File: src/rtl/core/occupancy_grid_ray_cast_defines.svh
// Assertion macros for the occupancy grid ray caster.
// Used by the top level only; no other dependencies.
`ifndef OCCUPANCY_GRID_RAY_CAST_DEFINES_SVH
`define OCCUPANCY_GRID_RAY_CAST_DEFINES_SVH

// Same-cycle implication, disabled during reset.
`define OGRC_ASSERT_SAME(lbl, clk, rst, ante, cons, msg) \
   lbl: assert property (@(posedge clk) disable iff (rst) (ante) |-> (cons)) else $error(msg);

// Next-cycle implication, disabled during reset.
`define OGRC_ASSERT_NEXT(lbl, clk, rst, ante, cons, msg) \
   lbl: assert property (@(posedge clk) disable iff (rst) (ante) |=> (cons)) else $error(msg);

`endif

File: src/rtl/core/ogrc_ram.sv
// Generic single-port-write, single-port-read RAM with registered read data.
// No dependencies.
`default_nettype none

module ogrc_ram #(
   parameter int WIDTH = 1,
   parameter int DEPTH = 16
) (
   input  logic                     clock,
   input  logic                     wr_en,
   input  logic [$clog2(DEPTH)-1:0] wr_addr,
   input  logic [WIDTH-1:0]         wr_data,
   input  logic                     rd_en,
   input  logic [$clog2(DEPTH)-1:0] rd_addr,
   output logic [WIDTH-1:0]         rd_data
);

   logic [WIDTH-1:0] mem_ff [DEPTH];
   logic [WIDTH-1:0] rd_data_ff;

   always_ff @(posedge clock) begin
      if (wr_en) begin
         mem_ff[wr_addr] <= wr_data;
      end
      if (rd_en) begin
         rd_data_ff <= mem_ff[rd_addr];
      end
   end

   assign rd_data = rd_data_ff;

endmodule

`default_nettype wire
File: config.mk
export PLATFORM = sky130hd
export DESIGN_NAME = ogrc_ram
export DESIGN_NICKNAME = d
export VERILOG_FILES = /design/src/rtl/core/occupancy_grid_ray_cast_defines.svh /design/src/rtl/core/ogrc_ram.sv
export SDC_FILE = /design/constraint.sdc
export NUM_CORES = 1
export LEC_CHECK = 0
export BUFFER_PORTS_ARGS = -buffer_cell sky130_fd_sc_hd__buf_2
export CORE_MARGIN = 4
export CORE_UTILIZATION = 52
export CTS_CLUSTER_DIAMETER = 80
export DETAILED_ROUTE_END_ITERATION = 8
export PLACE_DENSITY = 0.85
export SLEW_MARGIN = 20
export SYNTH_ARGS = -nofsm -noshare
export SYNTH_HDL_FRONTEND = slang
export SYNTH_SLANG_ARGS = --single-unit
File: constraint.sdc
create_clock -name clock -period 1.6 [get_ports clock]
set_clock_uncertainty 0.15 [all_clocks]
set_input_delay 0.32 -clock clock [delete_from_list [all_inputs] [get_ports clock]]
set_output_delay 0.32 -clock clock [all_outputs]
set_load 0.1 [all_outputs]
Yosys cells after proc, flatten, opt, wreduce, memory -nomap -nowiden. Memory sizes are Yosys's and may differ from the RTL's. A register that Yosys moved wholly into a read port is not among the register bits. Cells that the tools add are included.

Multiplexer cells: 2.

Operators with widths (number): 2-to-1 mux 1 bit (2).

Bits in registers: 0. Memory bits (writable): 16. Bits of input ports: 12. Output and inout port bits: 1. Logic and storage cells: 3. Memories kept: 1.

Memories: mem_ff (depth 16, bits a word 1, rd ports 1, clocked after Yosys merged registers in 1, write ports 1, RTL line ogrc_ram.sv:18) `logic [WIDTH-1:0] mem_ff [DEPTH];`.

Logic depth before layout (Yosys ltp). Gate-level depths: netlist of run 1.

Word-level depth: 2. Depth in mapped cells: 3.

Worst setup path after synthesis of run 1. No wires, ideal clock.

Kind: in2reg. Start: input port rd_addr[0]. End: register rd_data_ff, in the netlist rd_data (read register of mem_ff) (data pin). Library setup time: 0.261 ns. Arrival time: 1.033 ns. Data required time: 1.189 ns. Setup slack: 0.156 ns. Cell stages on the path: 3. Cell sequence: mux4_1 mux2i_1 mux2i_1.

RTL lines: start, declared (RTL line ogrc_ram.sv:14) `input logic [$clog2(DEPTH)-1:0] rd_addr,`; end, declared (RTL line ogrc_ram.sv:19) `logic [WIDTH-1:0] rd_data_ff;`.

==> impl_metrics.toml, run 1 <==
[logic_synthesis]
synth_seq_cells = 17
synthFlopType = "edfxtp_1"
synth_area_leaders = "edfxtp_1 (68%), mux4_1 (14%), nor2_1 (6.0%)"
yosysMostFrequentCell = "edfxtp_1"
yosysSeqAreaShare_pct = 67.5
syn_area_per_cell_sq_um = 16.1
yosysTopAreaCell = "edfxtp_1"
synthTopCellsByCount = "edfxtp_1 (17), nor2_1 (12), mux4_1 (4), nor3_1 (4), mux2i_1 (3)"
synth_edf_count = 17
syn_area_sq_um = 756
synth_top_area_share_pct = 67.5
ys_warn_count = 0
syn_nets = 59
ys_async_sr_fraction_pct = 0
syn-instance-count = 47
ys_types = 10

[power]
p_leak_nw = 0.318
power_density_nw_per_um2 = 926
switchingPower_mw = 0.179
combinationalPowerShare_pct = 10.5
p_clk_share_pct = 27.5
p_sw_share_pct = 22.1
ir_drop_uv = 542
pwr-share-seq_pct = 62.1
power.total_mw = 0.811
p_int_mw = 0.632

[final_layout]
nFillCells = 102
regArea_sq_um = 510
fin_nets = 78
area_growth_pct = 15.9
final_cell_area_sq_um = 876
multi_input_area_sq_um = 245
instances_no_fill = 80
diodes = 0
drive_gt1_share_pct = 27.7

[timing]
max_freq_mhz = 657
maxSlewHeadroom_pct = 68.0
rsz0062_at_grt = "false"
finalHoldViolations = 0
finalSetupViolations = 0
finalCritPeriodShare_pct = 95.2
tightestPinTransition_ns = 0.484
drv_slew = 0
holdWs_ns = 0.0824
post-route-min-period_ns = 1.52

[detailed_routing]
wl_um = 1210
dr.pass1.iters = 4
drc = 0
routedWlPerCell_um = 15.2
via_per_inst = 5.73
drt_iter0_markers = 4
vias = 458
ant_nets = 0

[setup_path]
cp_max_fo = 1
path_class = "register to register"
crit_top_cell = "mux2i_1"
max_stage_delay_ns = 0.51
path_buf_inv = 0
cp.arrival_ns = 1.42
critPathSlowestCell = "mux4_1"
cp_top_family = "multiplexers"
cp.depth = 3
cp.required_ns = 1.49
endpoint_kind = "register"
worst-r2r-cell-count = 3
crit_chain = "mux4_1 > mux2i_1 > mux2i_1"
startpoint_type = "register"

[cts]
tritoncts = "yes"
clkLatencyLatePin_ns = 0.29
root_buffer = "clkbuf_4"
htree_levels = 1
cts_buffers = 3
clk_pin_slew_ns = 0.09
clock_sinks = 17
post_cts_buffers = 0
cts_resized = 0
cts_hold_repair.buffers = 0
ctsLongestPathBuffers = 2

[flow_run]
max_cap_viol_count = 0

[placement]
dp_cells = 76
place_area_sq_um = 850
place_hpwl_um = 926
place.gp.congestion = 0.731
port_buffers = 12

[run_status]
status = "finished, final reports clean"

[floorplanning]
coreArea_sq_um = 1330
die_x_um = 46.1
row_count = 13
dieArea_sq_um = 2130
die_y_um = 46.1
initial_core_util_pct = 56.7
io_pins = 13

[global_route]
grt_max_degree = 17
track_usage_pct = 14.4
antenna_found_initial = 0
grt_pass1_vias = 453
gr-total-overflow = 0
grt_first_pass_wirelength_um = 2010

[worst_hold_path]
hp-class = "input pin to register"
holdPathStages = 1
[power by group through the flow]
stage / clock [mW] / sequential [mW] / combinational [mW]
final: 0.223 / 0.503 / 0.0849
after global routing: 0.250 / 0.504 / 0.0935
after CTS: 0.218 / 0.503 / 0.0858
after detailed placement: 0 / 0.514 / 0.0855
after global placement: 0 / 0.513 / 0.0826
after floorplan: 0 / 0.529 / 0.0307
[placed cells by master, fill, tap and decap left out]
| master | instances |
|---|---|
| edfxtp_1 | 17 |
| nor2_1 | 12 |
| buf_2 | 12 |
| nor3_1 | 4 |
| mux4_1 | 4 |
| mux2i_1 | 3 |
| clkbuf_4 | 3 |
| nand3b_1 | 2 |
| nand2b_1 | 2 |
| buf_4 | 2 |
| nand2_1 | 1 |
| nand3_1 | 1 |
| or3b_2 | 1 |
| clkbuf_1 | 1 |
[layout make-up]
type	instances	share of cell area [%]
Sequential cell	17	58.3
Timing Repair Buffer	14	8.57
Clock buffer	4	3.00
Tap cell	15	2.14
Multi-Input combinational cell	30	28.0
[path summary, 6_finish.rpt]
kind	slack, ns	to	start
max	0.08	rd_data	mem_ff[13]
min	0.08	rd_data	rd_en
max reg2reg	0.08	rd_data	mem_ff[13]
min reg2reg	0.67	rd_data	mem_ff[2]
[worst reg2reg max path: cells and delay by family (launching register included)]
family	cells	cell delay (ns)
flops	1	0.37
mux	3	0.76
[metal layers]
metal | vias to the layer above | global-route usage, % | wire length (um)
li1 | 224 | - | -
met1 | 204 | 16.8 | 497
met2 | 25 | 24.5 | 596
met3 | 5 | 2.34 | 84
met4 | 0 | 8.52 | 34
met5 | - | 0 | 0
[metrics by stage]
| step | util (%) | setup slack [ns] | setup TNS (ns) |
|---|---|---|---|
| 2_1_floorplan | - | 0.156 | 0 |
| 3_3_place_gp | 63.7 | -0.0548 | -0.0548 |
| 3_5_place_dp | 63.7 | -0.124 | -0.124 |
| 4_1_cts | 65.7 | 0.0510 | 0 |
| 5_1_grt | 65.7 | 0.0205 | 0 |
| 6_report | 65.7 | 0.0775 | 0 |
[registers in the layout, summed over array words and instances, names as in the netlist]
| register | count |
|---|---|
| rd_data | 1 |
| mem_ff | 16 |
[cells by family after synthesis]
| kind of cell | Yosys count | share of synthesized area, % |
|---|---|---|
| and+or+nand+nor | 23 | 14.6 |
| DFF | 17 | 67.5 |
| muxes | 7 | 17.9 |
Power figures use the tool's default switching activity.
==> run 2: changes to the inputs <==
CAP_MARGIN = 20   (was default)
CORE_UTILIZATION = 56   (was 52)
PLACE_DENSITY = 0.9   (was 0.85)
clock period = 1.83 ns   (was 1.6 ns; I/O delays follow)
==> run 2 against run 1 <==
Sequential share of layout area grew 1.1 points. Worst setup slack improved by 0.20 ns. Combinational power shrank 15%. Cell area decreased by 1.9%. Critical endpoint is now rd_data.
==> impl_metrics.toml, run 2 (synthesis gave the netlist of run 1 again) <==
[cts]
post_cts_buffers = 0
tritoncts = "yes"
cts_hold_repair.buffers = 0
cts_buffers = 3
cts_resized = 0
htree_levels = 1
ctsLongestPathBuffers = 2
root_buffer = "clkbuf_4"
clkLatencyLatePin_ns = 0.29
clk_pin_slew_ns = 0.09
clock_sinks = 17

[power]
combinationalPowerShare_pct = 10.1
p_sw_share_pct = 22.9
p_int_mw = 0.550
pwr-share-seq_pct = 61.8
power_density_nw_per_um2 = 829
switchingPower_mw = 0.163
ir_drop_uv = 612
p_clk_share_pct = 28.1
p_leak_nw = 0.308

[final_layout]
fin_nets = 76
drive_gt1_share_pct = 25.4
area_growth_pct = 13.7
regMostFlops = "mem_ff"
diodes = 0
largest_reg_flops = 16
nFillCells = 72
layout_commonest_cell = "edfxtp_1"
final_cell_mix = "edfxtp_1 (17), nor2_1 (12), buf_2 (12)"

[worst_hold_path]
min_to = "rd_data"
holdPathStages = 1
hp-start = "rd_en"
hp-class = "input pin to register"

[setup_path]
cp_top_family = "buffers and inverters"
cp_max_fo = 1
path_buf_inv = 1
startpoint_type = "register"
worstSetupStartpoint = "rd_data"
critPathSlowestCell = "buf_2"
cp.arrival_ns = 1.04
crit_chain = "buf_2"
path_class = "register to output port"
worstReg2RegStart = "mem_ff[1]"
cp.required_ns = 1.31
max_stage_delay_ns = 0.42
endpoint_kind = "output port"
worst-r2r-setup-slack_ns = 0.30
worst-r2r-cell-count = 3
r2r_end = "rd_data"

[detailed_routing]
via_per_inst = 5.87
wl_um = 1310
vias = 452
ant_nets = 0
routedWlPerCell_um = 17.1
drt_iter0_markers = 14
dr.pass1.iters = 4
drc = 0

[floorplanning]
io_pins = 13
die_x_um = 44.7
initial_core_util_pct = 63.7
die_y_um = 44.7
coreArea_sq_um = 1190
dieArea_sq_um = 2000
row_count = 12

[placement]
place.gp.congestion = 0.740
place_ws_ns = 0.103
port_buffers = 12

[global_route]
antenna_found_initial = 0
grt_first_pass_wirelength_um = 2080
gr-total-overflow = 0
track_usage_pct = 15.1
grt_max_degree = 17
grt_pass1_vias = 466

[timing]
drv_slew = 0
max_freq_mhz = 643
tightestPinTransition_ns = 0.483
postLayoutSetupSlackWorst_ns = 0.275
finalHoldViolations = 0
rsz0062_at_grt = "false"
maxSlewHeadroom_pct = 68.0
holdWs_ns = 0.123
tns_ns = 0
post-route-min-period_ns = 1.56
finalCritPeriodShare_pct = 85.0
finalSetupViolations = 0

[run_status]
status = "finished, final reports clean"

[flow_run]
max_cap_viol_count = 0
-- run 2: cell types whose count changed in the layout (fill, tap and decap cells not counted) --
cell,before,now
buf_4,2,0
-- run 2: layer usage --
metal | global-route usage, % | vias to the layer above | routed length (um)
met4 | 5.42 | 0 | 20
met5 | 0 | - | 0
met2 | 26.9 | 17 | 662
met3 | 3.98 | 3 | 91
li1 | - | 216 | -
met1 | 17.4 | 216 | 539
-- run 2: layout make-up --
type | count | area [sq um] | share of cell area [%]
Timing Repair Buffer | 12 | 60.1 | 6.99
Multi-Input combinational cell | 30 | 245 | 28.5
Clock buffer | 4 | 26.3 | 3.06
Sequential cell | 17 | 510 | 59.4
Tap cell | 14 | 17.5 | 2.04
-- run 2: power groups by stage --
stage / Combinational, mW / Clock [mW] / Sequential (mW)
global placement: 0.0690 / 0 / 0.449
CTS: 0.0723 / 0.201 / 0.440
global route: 0.0781 / 0.219 / 0.441
floorplan: 0.0268 / 0 / 0.463
detailed placement: 0.0720 / 0 / 0.449
finish: 0.0723 / 0.200 / 0.440
-- run 2: how the worst max path moves through the flow --
stage / endpoint / slack (ns) / cells after the start
6_report: rd_data / 0.27 / 1
5_1_grt: rd_data / 0.21 / 3
4_1_cts: rd_data / 0.27 / 1
3_5_place_dp: rd_data / 0.10 / 4
3_3_place_gp: rd_data / 0.13 / 4
2_1_floorplan: rd_data / 0.34 / 3
-- run 2: worst reg2reg max path: stages, from the launching register on --
cell and delay (ns):
edfxtp_1 0.39, mux4_1 0.53, mux2i_1 0.14, mux2i_1 0.08
-- run 2: metrics by stage --
step	total power [mW]	cell area (sq um)	util, %	std cells
finish	0.713	860	72.5	77
global placement	0.518	833	70.3	73
global route	0.739	860	72.5	77
floorplan	0.490	756	-	47
CTS	0.714	860	72.5	77
detailed placement	0.521	833	70.3	73
